--- src/dfr_pkg.sv ---
`default_nettype none

package dfr_pkg;

  // Default bounds
  localparam int unsigned MAX_NAME_LEN_DEF = 255;
  localparam int unsigned LEN_BITS_DEF     = 31;

  // Character constants
  localparam logic [7:0] CHAR_0 = 8'h30;
  localparam logic [7:0] CHAR_9 = 8'h39;

  // Input function codes
  localparam logic [1:0] FUNC_DATA = 2'd0;
  localparam logic [1:0] FUNC_EOS  = 2'd1;
  localparam logic [1:0] FUNC_NEW  = 2'd2;

  // Byte classes
  localparam logic [2:0] CL_HDR   = 3'd0;
  localparam logic [2:0] CL_NAME  = 3'd1;
  localparam logic [2:0] CL_PAY   = 3'd2;
  localparam logic [2:0] CL_ABORT = 3'd3;
  localparam logic [2:0] CL_FIN   = 3'd4;

  localparam int unsigned BYTES_LEFT_W = 31;

  typedef struct packed {
    logic [1:0] func;
    logic [7:0] byte_value;
  } in_t;

  typedef struct packed {
    logic [2:0]              byte_class;
    logic [7:0]              data_out;
    logic                    last_in_field;
    logic [BYTES_LEFT_W-1:0] bytes_left;
  } out_t;

endpackage

`default_nettype wire

--- src/length_prefixed_file_deframer_unit.sv ---
// Length-prefixed file deframer, one byte per transfer.
//
// Input channel (in_valid_i / in_ready_o / in_item_i): each transfer carries
// a function code and a byte: a data byte, an early end of stream, or a new
// connection that clears the parser.
// Output channel (out_valid_o / out_ready_i / out_item_o): exactly one result
// per input transfer, in order: byte class, echoed byte, last-in-field flag
// and the payload bytes still expected.
//
// Datapath: input register -> parser (state plus short next-state logic,
// times-ten adds and compares for the two length fields) -> output register.
// A byte taken at the input waits in the input register, then passes
// through the combinational parser into the output register.
// Throughput: one byte per cycle unless the receiver stalls.
//
// Reset (rst_ni low, async): both registers empty, parser back to the
// name length phase with all counts cleared.
// Receiver stall: the output register holds its result; the input register
// keeps the next byte and in_ready_o drops only when both are full, so no
// transfer is lost and no bubble is added once the stall ends.
`default_nettype none

module length_prefixed_file_deframer_unit import dfr_pkg::*; #(
  parameter int unsigned MAX_NAME_LEN = MAX_NAME_LEN_DEF,
  parameter int unsigned LEN_BITS     = LEN_BITS_DEF
) (
  input  wire logic clk_i,
  input  wire logic rst_ni,
  input  wire logic in_valid_i,
  output logic      in_ready_o,
  input  wire in_t  in_item_i,
  output logic      out_valid_o,
  input  wire logic out_ready_i,
  output out_t      out_item_o
);

  logic in_valid_q;
  in_t  in_item_q;
  logic res_ready;
  out_t result;

  // input stage
  dfr_pipe_reg #(.T(in_t)) u_in_reg (
    .clk_i       (clk_i),
    .rst_ni      (rst_ni),
    .in_valid_i  (in_valid_i),
    .in_ready_o  (in_ready_o),
    .in_data_i   (in_item_i),
    .out_valid_o (in_valid_q),
    .out_ready_i (res_ready),
    .out_data_o  (in_item_q)
  );

  // parser advances only when its result moves into the output stage
  dfr_parser #(
    .MAX_NAME_LEN (MAX_NAME_LEN),
    .LEN_BITS     (LEN_BITS)
  ) u_parser (
    .clk_i    (clk_i),
    .rst_ni   (rst_ni),
    .fire_i   (in_valid_q && res_ready),
    .item_i   (in_item_q),
    .result_o (result)
  );

  // output stage
  dfr_pipe_reg #(.T(out_t)) u_out_reg (
    .clk_i       (clk_i),
    .rst_ni      (rst_ni),
    .in_valid_i  (in_valid_q),
    .in_ready_o  (res_ready),
    .in_data_i   (result),
    .out_valid_o (out_valid_o),
    .out_ready_i (out_ready_i),
    .out_data_o  (out_item_o)
  );

endmodule

`default_nettype wire

--- src/dfr_pipe_reg.sv ---
`default_nettype none

module dfr_pipe_reg import dfr_pkg::*; #(
  parameter type T = in_t
) (
  input  wire logic clk_i,
  input  wire logic rst_ni,
  input  wire logic in_valid_i,
  output logic      in_ready_o,
  input  wire T     in_data_i,
  output logic      out_valid_o,
  input  wire logic out_ready_i,
  output T          out_data_o
);

  logic valid_q;
  T     data_q;

  assign in_ready_o  = !valid_q || out_ready_i;
  assign out_valid_o = valid_q;
  assign out_data_o  = data_q;

  always_ff @(posedge clk_i or negedge rst_ni) begin
    if (!rst_ni) begin
      valid_q <= 1'b0;
    end else if (in_ready_o) begin
      valid_q <= in_valid_i;
    end
  end

  // payload: no reset
  always_ff @(posedge clk_i) begin
    if (in_valid_i && in_ready_o) begin
      data_q <= in_data_i;
    end
  end

endmodule

`default_nettype wire

--- src/dfr_parser.sv ---
`default_nettype none

module dfr_parser import dfr_pkg::*; #(
  parameter int unsigned MAX_NAME_LEN = MAX_NAME_LEN_DEF,
  parameter int unsigned LEN_BITS     = LEN_BITS_DEF
) (
  input  wire logic clk_i,
  input  wire logic rst_ni,
  input  wire logic fire_i,
  input  wire in_t  item_i,
  output out_t      result_o
);

  localparam int unsigned NL_W  = $clog2(MAX_NAME_LEN + 1);
  localparam int unsigned NA_W  = NL_W + 4;
  localparam int unsigned PA_W  = LEN_BITS + 4;

  localparam logic [NA_W-1:0] NAME_MAX = NA_W'(MAX_NAME_LEN);
  localparam logic [PA_W-1:0] PAY_MAX  = {4'b0000, {LEN_BITS{1'b1}}};

  typedef enum logic [2:0] {
    PH_NLEN,
    PH_NAME,
    PH_SEP,
    PH_PLEN,
    PH_PAY,
    PH_TRAIL,
    PH_IDLE
  } phase_e;

  phase_e              phase_q, phase_d;
  logic [NL_W-1:0]     name_length_q, name_length_d;
  logic [NL_W-1:0]     name_count_q, name_count_d;
  logic                first_zero_q, first_zero_d;
  logic [LEN_BITS-1:0] pay_rem_q, pay_rem_d;

  logic            digit;
  logic [7:0]      diff;
  logic [3:0]      dval;
  logic [NA_W-1:0] nl_ext, nl_acc;
  logic [PA_W-1:0] pr_ext, pr_acc;
  logic [NL_W-1:0] cnt_inc;
  logic            fz;
  logic [LEN_BITS-1:0] pr_dec;

  assign digit = (item_i.byte_value >= CHAR_0) && (item_i.byte_value <= CHAR_9);
  assign diff  = item_i.byte_value - CHAR_0;
  assign dval  = diff[3:0];

  // x*10 + d as shifts and adds
  assign nl_ext = {4'b0000, name_length_q};
  assign nl_acc = (nl_ext << 3) + (nl_ext << 1) + {{(NA_W-4){1'b0}}, dval};
  assign pr_ext = {4'b0000, pay_rem_q};
  assign pr_acc = (pr_ext << 3) + (pr_ext << 1) + {{(PA_W-4){1'b0}}, dval};

  assign cnt_inc = name_count_q + NL_W'(1);
  assign fz      = first_zero_q || ((name_count_q == '0) && (item_i.byte_value == 8'h00));
  assign pr_dec  = (pay_rem_q != '0) ? pay_rem_q - LEN_BITS'(1) : pay_rem_q;

  always_comb begin
    phase_d       = phase_q;
    name_length_d = name_length_q;
    name_count_d  = name_count_q;
    first_zero_d  = first_zero_q;
    pay_rem_d     = pay_rem_q;
    result_o      = '0;
    result_o.byte_class = CL_HDR;

    case (item_i.func)
      FUNC_NEW: begin
        phase_d       = PH_NLEN;
        name_length_d = '0;
        name_count_d  = '0;
        first_zero_d  = 1'b0;
        pay_rem_d     = '0;
      end
      FUNC_EOS: begin
        if (phase_q != PH_IDLE) begin
          result_o.byte_class = CL_ABORT;
          phase_d = PH_IDLE;
        end
      end
      FUNC_DATA: begin
        case (phase_q)
          PH_NLEN: begin
            if (digit) begin
              if (nl_acc > NAME_MAX) begin
                result_o.byte_class = CL_ABORT;
                phase_d = PH_IDLE;
              end else begin
                name_length_d = nl_acc[NL_W-1:0];
              end
            end else if (name_length_q == '0) begin
              result_o.byte_class = CL_ABORT;
              phase_d = PH_IDLE;
            end else begin
              name_count_d = '0;
              first_zero_d = 1'b0;
              phase_d      = PH_NAME;
            end
          end
          PH_NAME: begin
            first_zero_d = fz;
            name_count_d = cnt_inc;
            if (cnt_inc >= name_length_q) begin
              if (fz) begin
                result_o.byte_class = CL_ABORT;
                phase_d = PH_IDLE;
              end else begin
                result_o.byte_class    = CL_NAME;
                result_o.data_out      = item_i.byte_value;
                result_o.last_in_field = 1'b1;
                phase_d = PH_SEP;
              end
            end else begin
              result_o.byte_class = CL_NAME;
              result_o.data_out   = item_i.byte_value;
            end
          end
          PH_SEP: begin
            pay_rem_d = '0;
            phase_d   = PH_PLEN;
          end
          PH_PLEN: begin
            if (digit) begin
              if (pr_acc > PAY_MAX) begin
                result_o.byte_class = CL_ABORT;
                phase_d = PH_IDLE;
              end else begin
                pay_rem_d = pr_acc[LEN_BITS-1:0];
              end
            end else if (pay_rem_q == '0) begin
              result_o.byte_class = CL_ABORT;
              phase_d = PH_IDLE;
            end else begin
              phase_d = PH_PAY;
            end
          end
          PH_PAY: begin
            result_o.byte_class = CL_PAY;
            result_o.data_out   = item_i.byte_value;
            result_o.bytes_left = BYTES_LEFT_W'(pr_dec);
            pay_rem_d = pr_dec;
            if (pr_dec == '0) begin
              result_o.last_in_field = 1'b1;
              phase_d = PH_TRAIL;
            end
          end
          PH_TRAIL: begin
            result_o.byte_class = CL_FIN;
            phase_d = PH_IDLE;
          end
          default: begin
            phase_d = PH_IDLE;
          end
        endcase
      end
      default: begin
        // unused code: no change
      end
    endcase
  end

  always_ff @(posedge clk_i or negedge rst_ni) begin
    if (!rst_ni) begin
      phase_q       <= PH_NLEN;
      name_length_q <= '0;
      name_count_q  <= '0;
      first_zero_q  <= 1'b0;
      pay_rem_q     <= '0;
    end else if (fire_i) begin
      phase_q       <= phase_d;
      name_length_q <= name_length_d;
      name_count_q  <= name_count_d;
      first_zero_q  <= first_zero_d;
      pay_rem_q     <= pay_rem_d;
    end
  end

endmodule

`default_nettype wire

--- config.mk ---
export PLATFORM = sky130hd
export DESIGN_NAME = length_prefixed_file_deframer_unit
export DESIGN_NICKNAME = d
export VERILOG_FILES = /design/src/dfr_pkg.sv /design/src/length_prefixed_file_deframer_unit.sv /design/src/dfr_pipe_reg.sv /design/src/dfr_parser.sv
export SDC_FILE = /design/constraint.sdc
export NUM_CORES = 1
export LEC_CHECK = 0
export ABC_AREA = 1
export BUFFER_PORTS_ARGS = -buffer_cell sky130_fd_sc_hd__buf_2
export CORE_AREA = 2 2 121 123
export DETAILED_ROUTE_END_ITERATION = 6
export DIE_AREA = 0 0 123 125
export GPL_TIMING_DRIVEN = 0
export PLACE_DENSITY_LB_ADDON = 0.1
export RECOVER_POWER = 100
export SLEW_MARGIN = 20
export SYNTH_ARGS = -nofsm -noshare
export SYNTH_HDL_FRONTEND = slang
export SYNTH_SLANG_ARGS = --single-unit
--- constraint.sdc ---
create_clock -name clk_i -period 3.5 [get_ports clk_i]
set_input_delay 0.175 -clock clk_i [delete_from_list [all_inputs] [get_ports clk_i]]
set_output_delay 0.175 -clock clk_i [all_outputs]
set_load 0.01 [all_outputs]
==> results of run 1 <==
[stage by stage]
stage / util [%] / std cells
4_1_cts: 66.3 / 1415
5_1_grt: 67.0 / 1427
3_5_place_dp: 63.9 / 1395
2_1_floorplan: - / 1152
3_3_place_gp: 63.8 / 1394
6_report: 67.0 / 1427
[cells in the final DEF (no fill, tap or decap), drive strengths merged, types with 7 or more instances in the layout]
cell type / synthesis / routed
xor2: 22 / 22
xnor2: 21 / 21
a21oi: 74 / 74
nand2: 285 / 285
nor2: 154 / 154
clkbuf: 11 / 72
ha: 88 / 88
inv: 127 / 127
edfxtp: 53 / 53
o22ai: 19 / 19
nor3: 21 / 21
nand3: 50 / 50
dfrtp: 53 / 53
nand3b: 7 / 7
buf: 10 / 32
o21ai: 90 / 90
nand4: 22 / 22
[state kept, by name, indices dropped and copies added, names as in the netlist, 3 cells and up]
signal / flops
u_in_reg.out_data_o: 10
u_parser.name_length_q: 8
u_out_reg.out_data_o: 43
u_parser.pay_rem_q: 31
u_parser.name_count_q: 8
u_parser.phase_q: 3
[path summary, 6_finish.rpt]
kind	startpoint	to	slack, ps	cells after the start
max in group asynchronous	rst_ni	u_parser.pay_rem_q[0]	1840	2
setup / recovery	u_in_reg.out_data_o[3]	u_parser.name_length_q[5]	150	16
hold reg to reg	u_out_reg.out_valid_o	u_out_reg.out_valid_o	550	2
hold / removal	in_item_i[5]	u_in_reg.out_data_o[5]	3	1
setup reg to reg	u_in_reg.out_data_o[3]	u_parser.name_length_q[5]	150	16
min in group asynchronous	rst_ni	u_parser.pay_rem_q[4]	690	2
[cell families (layout without fill, tap and decap cells)]
kind of cell               Yosys count  in the layout  synth area share (%)
buffers and inverters              149            240                  6.77
adders and majority gates           92             92                  13.8
and+or+nand+nor                    552            552                  27.3
DFF                                106            106                  34.2
AOI/OAI and AO/OA                  210            210                  13.6
xor gates and xnor gates            43             43                  4.41
[timing repair]
item / in CTS / in global routing
hold buffers: 3 / 1
gates cloned: 0 / 1
buffers inserted: 1 / 10
pin swaps: 1 / 10
endpoints found under the hold margin: 55 / 1
endpoints found under the setup margin: 36 / 42
gates resized for setup: 7 / 39
[metal layers]
metal	GRT usage, %	vias to the layer above
li1	-	4047
met4	7.49	0
met2	50.3	362
met5	0	-
met1	48.2	3863
met3	2.83	43
[worst register-to-register path: cells and delay by family (launching register included)]
family                   cells  cell delay (ps)
buffers and inverters        3              410
adder cells (fa/ha/maj)      2             1000
AO/OA/AOI/OAI                3              400
flip-flops                   1              450
AND/OR/NAND/NOR              8              970
[area by class of cell]
class / instances / share of cell area (%)
Timing Repair Buffer: 75 / 3.87
Tap cell: 184 / 2.42
Buffer: 21 / 1.43
Sequential cell: 106 / 30.7
Clock buffer: 12 / 2.59
Inverter: 128 / 5.08
Multi-Input combinational cell: 897 / 53.6
Clock inverter: 4 / 0.316
==> metrics.log, run 1 <==
INFO  metric outcome = finished, violations left
INFO  metric failed_checks = capacitance limit, slew limit
INFO  metric final_hpwl_dp = 19.2 mm
INFO  metric highest_layer = met4
INFO  metric layout_setup_ws = about 150 ps
INFO  metric detail_routed_via_count_per_cell = slightly below 6
INFO  metric ys_seq_elements = approximately 110
INFO  metric clk_pin_slew = ~70 ps
INFO  metric avgRoutedWirePerCell = around 17 um
INFO  metric floorplan.die.height = between 100 and 150 um
INFO  metric yosys-top-cells-count = nand2_1 (279), nor2_1 (147), inv_1 (120), ha_1 (88), a21oi_1 (73)
INFO  metric cts_inserted_buffers = 9
INFO  metric worstSetupStartpointType = flip-flop
INFO  metric placed_area = a little over 9000 sq um
INFO  metric antenna_found_initial = 0
INFO  metric dr_wl_met2 = about 11 mm
INFO  metric number_of_nets_produced_by_synthesis = about 1300
INFO  metric ys_dominant_reg_cell = edfxtp_1
INFO  metric final.fill_count = approximately 1300
INFO  metric cp_cell_sequence = clkbuf_1, fa_1, inv_1, fa_1, nand3b_1, nand2_1, nand2_1, a21oi_2, nor3_1, nor3_2, nand3_1, o21ai_2, nand2_2, buf_4, nand2_1, o21ai_1
INFO  metric cp_class = reg -> reg
INFO  metric achievable-frequency = between 200 and 300 MHz
INFO  metric timing.critical_path.max_delay_family = adder cells
INFO  metric finClkSkew = approximately 13 ps
INFO  metric netlist.top_cell.by_area = edfxtp_1
INFO  metric port-buffer-count = 58
INFO  metric critical_path_required = about 3700 ps
INFO  metric synthesized_instance_count = approximately 1200
INFO  metric period_minus_slack = around 3300 ps
INFO  metric antenna_left = 0
INFO  metric period_share = a little over nine tenths
INFO  metric crit_path_end_kind = flip-flop
INFO  metric pre_cts_ws = -269 ps
INFO  metric crit_top_cell = nand2_1
INFO  metric detail_route.wirelength = 24.9 mm
INFO  metric insertedDiodeCount = 0
INFO  metric placer_congestion_estimate = 0.955
INFO  metric timing.max_cap.violations = 1
INFO  metric via_count_of_the_first_global_routing_pass = between 7000 and 8000
INFO  metric maxSlewHeadroom = -32.5%
INFO  metric yosysUniqueCellTypes = 42
INFO  metric netlist.area_leader.share = between 10% and 20%
INFO  metric clock_sink_count = between 100 and 150
INFO  metric io-pin-count = 59
INFO  metric vias = between 8000 and 9000
INFO  metric synth_area_leaders = edfxtp_1 (19%), dfrtp_1 (16%), ha_1 (13%)
INFO  metric synth.cell_area = 8540 sq um
INFO  metric tritoncts = built
INFO  metric final_number_of_max_transition_violations = 35
INFO  metric setup_violations = 0
INFO  metric tightest_slew = approximately 2000 ps
INFO  metric placementRows = 44
INFO  metric finalHoldViolations = 0
INFO  metric grt_first_pass_wirelength = between 30 and 40 mm
INFO  metric path_max_fanout = 10
INFO  metric layout-drive-gt1-share = between 7 and 8%
INFO  metric stdcell_area = 9510 sq um
INFO  metric drc = 0
INFO  metric initial_standard_cell_utilization_of_the_core = approximately 60%
INFO  metric worst-endpoint-arrival = between 3000 and 4000 ps
INFO  metric floorplan.die_area = about 15000 sq um
INFO  metric htree_num_levels = 3
INFO  metric detail_route.iter0.violations = 943
INFO  metric combined_global_route_utilization_of_all_metal_layers = between 30% and 40%
INFO  metric cts.path.max_buffers = 2
INFO  metric class_of_the_worst_hold_path = in -> reg
INFO  metric global_route.overflow_total = 0
INFO  metric grt_max_degree = 54
INFO  metric critical_path_slowest_stage_cell = fa_1
INFO  metric area.growth.synth_to_final = 11.4%
INFO  metric total_area_of_sequential_cells = a little under 3000 sq um
INFO  metric critical-path-max-stage-delay = between 500 and 600 ps
INFO  metric num-nets-final = 1344
INFO  metric fin_setup_tns = 0 ps
INFO  metric final.hold.worst_slack = about 3.2 ps
INFO  metric die-width = around 120 um
INFO  metric drt_pre_antenna_iters = 5
INFO  metric critical_path_buffer_and_inverter_count = 3
INFO  metric cts-root-buf = clkbuf_16
INFO  metric area_used_by_multi_input_combinational_logic = ~5100 sq um
INFO  metric synth_edf_count = 53
INFO  metric synth.yosys.seq_area_share = between 30% and 40%
INFO  metric synth_most_common_cell = nand2_1
INFO  metric core_region_area = about 14000 sq um
INFO  metric insertion_delay = about 350 ps
INFO  metric wl_met3 = between 1.5 and 2 mm
INFO  metric async_flop_share = 50.0%
INFO  metric routedLengthMet1 = between 10 and 15 mm
INFO  metric yosys_warnings = 0
INFO  metric post_synth.cell_area_avg = 7.41 sq um
Power of run 1 is left out: the tool's default activity adds up to more than one toggle a clock period on the data nets, which glitch-free logic cannot reach.
==> inputs of run 2 (changes only) <==
--- a/config.mk
+++ b/config.mk
@@ -7,9 +7,10 @@
 export LEC_CHECK = 0
 export ABC_AREA = 1
 export BUFFER_PORTS_ARGS = -buffer_cell sky130_fd_sc_hd__buf_2
-export CORE_AREA = 2 2 121 123
+export CORE_AREA = 2 2 119 121
+export CTS_BUF_LIST = sky130_fd_sc_hd__clkbuf_8
 export DETAILED_ROUTE_END_ITERATION = 6
-export DIE_AREA = 0 0 123 125
+export DIE_AREA = 0 0 121 123
 export GPL_TIMING_DRIVEN = 0
 export PLACE_DENSITY_LB_ADDON = 0.1
 export RECOVER_POWER = 100
==> run 2 against run 1 <==
The flow still finishes with violations (capacitance limit, slew limit); clock skew is essentially flat; maximum frequency fell by 2.3%; register-to-register slack worse by 80 ps.
==> metrics.log, run 2 (synthesis gave the netlist of run 1 again) <==
INFO  metric outcome = finished, violations left
INFO  metric failed_checks = capacitance limit, slew limit
INFO  metric floorplan.die_area = 14900 sq um (-3.2%)
INFO  metric flip_flop_count_of_the_largest_register_all_copies_and_words_added = 43 (unchanged)
INFO  metric floorplan.die.height = 123 um (-1.6%)
INFO  metric mostFrequentLayoutCells = nand2_1 (271), nor2_1 (149), inv_1 (120)
INFO  metric path_max_fanout = 8 (-2)
INFO  metric setup_violations = 0 (unchanged)
INFO  metric setup.reg_to_reg.worst_slack = 70 ps (-80 ps)
INFO  metric placementRows = 43 (-2.3%)
INFO  metric antenna_left = 0 (unchanged)
INFO  metric tritoncts = built
INFO  metric period_share = 97.9% (+2.2 points)
INFO  metric cts_inserted_buffers = 9 (unchanged)
INFO  metric insertion_delay = 400 ps (+50 ps)
INFO  metric detail_route.wirelength = 25.9 mm (+4.2%)
INFO  metric worstSetupStartpointType = flip-flop
INFO  metric combined_global_route_utilization_of_all_metal_layers = 34.3% (+2.2 points)
INFO  metric stdcell_area = 9710 sq um (+2.1%)
INFO  metric core_region_area = 13600 sq um (-4.2%)
INFO  metric drt_pre_antenna_iters = 6 (+1)
INFO  metric class_of_the_worst_hold_path = in -> reg
INFO  metric critical_path_required = 3830 ps (+90 ps)
INFO  metric period_minus_slack = 3430 ps (+78.3 ps)
INFO  metric clk_pin_slew = 120 ps (+50 ps)
INFO  metric final_number_of_max_transition_violations = 37 (+5.7%)
INFO  metric grt_max_degree = 54 (unchanged)
INFO  metric finalHoldViolations = 0 (unchanged)
INFO  metric worst-endpoint-arrival = 3760 ps (+170 ps)
INFO  metric cts.path.max_buffers = 2 (unchanged)
INFO  metric final_hpwl_dp = 19.5 mm (+1.6%)
INFO  metric finClkSkew = 13.2 ps (+0.377 ps)
INFO  metric crit_path_end_kind = flip-flop
INFO  metric area.growth.synth_to_final = 13.7%
INFO  metric global_route.overflow_total = 0 (unchanged)
INFO  metric via_count_of_the_first_global_routing_pass = 7676 (+1.5%)
INFO  metric initial_standard_cell_utilization_of_the_core = 62.7% (+2.6 points)
INFO  metric grt_first_pass_wirelength = 39.4 mm (+1.6%)
INFO  metric detail_routed_via_count_per_cell = 5.82 (about the same)
INFO  metric clock_sink_count = 106 (unchanged)
INFO  metric layout.cells.most_common = nand2_1
INFO  metric cp_class = reg -> reg
INFO  metric detail_route.iter0.violations = 856 (-9.2%)
INFO  metric die-width = 121 um (-1.6%)
INFO  metric maxSlewHeadroom = -36.0% (-3.5 points)
INFO  metric layout-drive-gt1-share = 8.49% (+1.1 points)
INFO  metric final.hold.worst_slack = 44.9 ps (+41.7 ps)
INFO  metric cts-root-buf = clkbuf_8
INFO  metric port-buffer-count = 58 (unchanged)
INFO  metric layout_setup_ws = 73.0 ps (-78.3 ps)
INFO  metric timing.max_cap.violations = 1 (unchanged)
INFO  metric placed_area = 9080 sq um (unchanged)
INFO  metric num-nets-final = 1361 (+1.3%)
INFO  metric pre_cts_ws = -218 ps (+50.7 ps)
INFO  metric io-pin-count = 59 (unchanged)
INFO  metric avgRoutedWirePerCell = 18.0 um (+3.2%)
INFO  metric drc = 0 (unchanged)
INFO  metric tightest_slew = 2040 ps (+52.0 ps)
INFO  metric htree_num_levels = 3 (unchanged)
INFO  metric placer_congestion_estimate = 1.00 (+4.9%)
INFO  metric vias = 8386 (+0.85%)
INFO  metric insertedDiodeCount = 0 (unchanged)
INFO  metric antenna_found_initial = 0 (unchanged)
INFO  metric achievable-frequency = 292 MHz (-2.3%)
==> run 2: cell count changes in the layout (fill, tap and decap cells not counted), sizes merged <==
cell	previous run	this run
buf	32	34
bufinv	0	1
dlygate4sd3	4	12
nand3	50	51
clkbuf	72	75
inv	127	131
clkinv	4	2
==> run 2: cell type report <==
type	count	area, sq um
Buffer	20	146
Clock buffer	9	124
Clock inverter	7	91.3
Fill cell	1167	3900
Inverter	128	483
Multi-Input combinational cell	898	5120
Sequential cell	106	2920
Tap cell	180	225
Timing Repair Buffer	92	596
==> run 2: per-stage QoR <==
stage          std cells  TNS, ps  util (%)
6_report            1440        0      71.3
5_1_grt             1440    -1010      71.3
4_1_cts             1420        0      69.7
3_5_place_dp        1391    -5500      66.7
3_3_place_gp        1390    -4740      66.5
2_1_floorplan       1152        0         -
==> run 2: worst max-delay path, cell delays in order (launching register included) <==
cell     delay (ps)
dfrtp_2         430
buf_4           130
buf_4           110
ha_1            140
ha_2            190
inv_1            80
fa_2            400
inv_2            70
nand2_2          60
o21ai_4         230
nand3_1         100
nand2_1         160
nand3_1          90
nand2_1         160
nand2_1          90
nand2_1         120
nor2_4           60
nand2_1          70
nand2_2          90
nand3_4         110
buf_12          170
buf_8           130
nand2_1          50
o21ai_1         110
==> run 2: path summary, 6_finish.rpt <==
| path | startpoint | to | cells past startpoint |
|---|---|---|---|
| max | u_parser.pay_rem_q[0] | u_parser.pay_rem_q[7] | 23 |
| min | out_ready_i | u_out_reg.out_valid_o | 4 |
| max reg2reg | u_parser.pay_rem_q[0] | u_parser.pay_rem_q[7] | 23 |
| min reg2reg | u_out_reg.out_valid_o | u_out_reg.out_valid_o | 2 |
| max in group asynchronous | rst_ni | u_parser.pay_rem_q[0] | 2 |
| min in group asynchronous | rst_ni | u_parser.pay_rem_q[5] | 2 |
==> run 2: per-layer routing <==
layer  vias up  share of wire [%]  track usage (%)
li1       4085                  -                -
met1      3874                 44             48.4
met2       381                 45             54.1
met3        46                9.3             6.60
met4         0                1.7             9.52
met5         -                  0                0
==> run 2: timing repair <==
action	4_1_cts	5_1_grt
endpoints found under the setup margin	40	44
hold endpoints to repair	64	0
setup buffers	1	16
resized for setup	19	27
hold buffers	12	0
pin swaps	1	13
gates cloned	0	5
Power of run 2 is left out for the same reason.
==> inputs of run 3 (changes only) <==
--- a/config.mk
+++ b/config.mk
@@ -14,6 +14,7 @@
 export GPL_TIMING_DRIVEN = 0
 export PLACE_DENSITY_LB_ADDON = 0.1
 export RECOVER_POWER = 100
+export SETUP_SLACK_MARGIN = 0.15
 export SLEW_MARGIN = 20
 export SYNTH_ARGS = -nofsm -noshare
 export SYNTH_HDL_FRONTEND = slang
==> run 3 against run 2 <==
The run still ends with capacitance limit, slew limit left; register-to-register slack gained 70 ps; count of clock-buffer cells in the layout is the same; global-route usage grew 1.4 points; worst setup slack gained 69 ps; critical path type unchanged.
==> metrics.log, run 3 (synthesis gave the netlist of run 1 again) <==
INFO  metric cts-root-buf = clkbuf_8
INFO  metric detail_route.wirelength = 26.6 mm (+2.7%)
INFO  metric layout_setup_ws = 142 ps (+69.1 ps)
INFO  metric critical_path_slowest_stage_cell = fa_1
INFO  metric maxSlewHeadroom = -42.7% (-6.7 points)
INFO  metric cts.path.max_buffers = 2 (unchanged)
INFO  metric drc = 0 (unchanged)
INFO  metric area_used_by_multi_input_combinational_logic = 5240 sq um (+2.1%)
INFO  metric failed_checks = capacitance limit, slew limit
INFO  metric critical_path_buffer_and_inverter_count = 4 (-2)
INFO  metric area.growth.synth_to_final = 16.1%
INFO  metric class_of_the_worst_hold_path = in -> reg
INFO  metric crit_path_end_kind = flip-flop
INFO  metric avgRoutedWirePerCell = 18.3 um (+1.7%)
INFO  metric crit_top_cell = nand2_2
INFO  metric final.fill_count = 1157 (-0.86%)
INFO  metric pre_cts_ws = -218 ps (unchanged)
INFO  metric combined_global_route_utilization_of_all_metal_layers = 35.7% (+1.4 points)
INFO  metric final_hpwl_dp = 19.5 mm (unchanged)
INFO  metric via_count_of_the_first_global_routing_pass = 7907 (+3.0%)
INFO  metric final_number_of_max_transition_violations = 84 (+130%)
INFO  metric outcome = finished, violations left
INFO  metric antenna_left = 0 (unchanged)
INFO  metric period_minus_slack = 3360 ps (-69.1 ps)
INFO  metric placer_congestion_estimate = 1.00 (unchanged)
INFO  metric rsz0062_at_grt = yes
INFO  metric worstSetupStartpointType = flip-flop
INFO  metric clk_pin_slew = 110 ps (about the same)
INFO  metric die-width = 121 um (unchanged)
INFO  metric port-buffer-count = 58 (unchanged)
INFO  metric grt_max_degree = 54 (unchanged)
INFO  metric initial_standard_cell_utilization_of_the_core = 62.7% (unchanged)
INFO  metric setup_violations = 0 (unchanged)
INFO  metric insertion_delay = 400 ps (about the same)
INFO  metric layout-drive-gt1-share = 11.5% (+3.0 points)
INFO  metric grt_first_pass_wirelength = 40.9 mm (+3.9%)
INFO  metric critical_path_required = 3790 ps (-40 ps)
INFO  metric cp_class = reg -> reg
INFO  metric detail_routed_via_count_per_cell = 5.93 (+1.8%)
INFO  metric finClkSkew = 13.0 ps (-0.126 ps)
INFO  metric flip_flop_count_of_the_largest_register_all_copies_and_words_added = 43 (unchanged)
INFO  metric drt_pre_antenna_iters = 7 (+1)
INFO  metric core_region_area = 13600 sq um (unchanged)
INFO  metric htree_num_levels = 3 (unchanged)
INFO  metric insertedDiodeCount = 0 (unchanged)
INFO  metric final.hold.worst_slack = 46.9 ps (+2.09 ps)
INFO  metric floorplan.die_area = 14900 sq um (unchanged)
INFO  metric period_share = 95.9% (-2.0 points)
INFO  metric tritoncts = built
INFO  metric total_area_of_sequential_cells = 2920 sq um (about the same)
INFO  metric tightest_slew = 2140 ps (+101 ps)
INFO  metric finalHoldViolations = 0 (unchanged)
INFO  metric detail_route.iter0.violations = 812 (-5.1%)
INFO  metric clock_sink_count = 106 (unchanged)
INFO  metric cts_inserted_buffers = 9 (unchanged)
INFO  metric global_route.overflow_total = 0 (unchanged)
INFO  metric critical-path-max-stage-delay = 480 ps (+50 ps)
INFO  metric floorplan.die.height = 123 um (unchanged)
INFO  metric vias = 8628 (+2.9%)
INFO  metric finalCoreUtilization = 72.8% (+1.5 points)
INFO  metric io-pin-count = 59 (unchanged)
INFO  metric mostFrequentLayoutCells = nand2_1 (261), nor2_1 (148), inv_1 (119)
INFO  metric timing.critical_path.max_delay_family = simple AND/OR/NAND/NOR gates
INFO  metric placementRows = 43 (unchanged)
INFO  metric achievable-frequency = 298 MHz (+2.1%)
INFO  metric num-nets-final = 1376 (+1.1%)
INFO  metric layout.cells.most_common = nand2_1
INFO  metric antenna_found_initial = 0 (unchanged)
INFO  metric path_max_fanout = 6 (-2)
INFO  metric cp_cell_sequence = inv_2, fa_1, fa_2, inv_2, nand2_2, o21ai_4, nand3_1, nand2_2, nand3_1, nand2_2, nand2_1, nand2_1, nor2_4, nand2_1, nand2_2, buf_4, nand3_4, buf_2, o21ai_1
INFO  metric worst-endpoint-arrival = 3650 ps (-110 ps)
INFO  metric timing.max_cap.violations = 2 (+1)
run 3: changes by cell type in the layout (fill, tap and decap cells not counted), sizes merged:
cell	before	now
buf	34	52
bufbuf	0	1
clkbuf	75	71
run 3: final cells by class:
cell class	instances	area share, %
sequential	106	29.5
multi-input combinational	898	52.8
tap	180	2.27
timing repair buffer	106	6.90
clock inverter	7	0.921
inverter	128	4.87
clock buffer	9	1.25
buffer	21	1.50
run 3: stage by stage:
stage	cells	cell area [sq um]	setup TNS, ps
floorplan	1152	8540	0
global placement	1390	9050	-4740
detailed placement	1391	9080	-5500
CTS	1437	9720	0
global route	1455	9910	0
finish	1455	9910	0
run 3: path summary, 6_finish.rpt:
path                            slack [ps]  depth (start not counted)              startpoint               endpoint
worst max register to register         140                         19  u_in_reg.out_data_o[3]  u_parser.pay_rem_q[9]
min in group asynchronous              640                          2                  rst_ni  u_parser.pay_rem_q[5]
worst min register to register         550                          2   u_out_reg.out_valid_o  u_out_reg.out_valid_o
worst min-delay path                    50                          4             out_ready_i  u_out_reg.out_valid_o
max in group asynchronous             1870                          2                  rst_ni  u_parser.pay_rem_q[1]
worst max-delay path                   140                         19  u_in_reg.out_data_o[3]  u_parser.pay_rem_q[9]
run 3: per-layer routing:
metal	part of all wire [%]	up-vias	GRT usage [%]
met3	9.7	49	7.06
met5	0	-	0
li1	-	4119	-
met1	43	4015	49.7
met4	2.3	0	11.5
met2	45	445	56.2
run 3: worst register-to-register path: stages, from the launching register on:
cell and delay, ps:
edfxtp_1 460, inv_2 140, fa_1 480, fa_2 400, inv_2 70, nand2_2 60
o21ai_4 210, nand3_1 120, nand2_2 120, nand3_1 90, nand2_2 110, nand2_1 80
nand2_1 120, nor2_4 60, nand2_1 70, nand2_2 70, buf_4 180, nand3_4 120
buf_2 210, o21ai_1 70
run 3: timing repair:
action | in CTS | in global routing
gates cloned | 5 | 3
setup buffers | 13 | 15
endpoints found under the setup margin | 44 | 52
hold buffers | 12 | 0
pin swaps | 8 | 21
resized for setup | 41 | 50
endpoints found under the hold margin | 64 | 0
Power of run 3 is left out for the same reason.
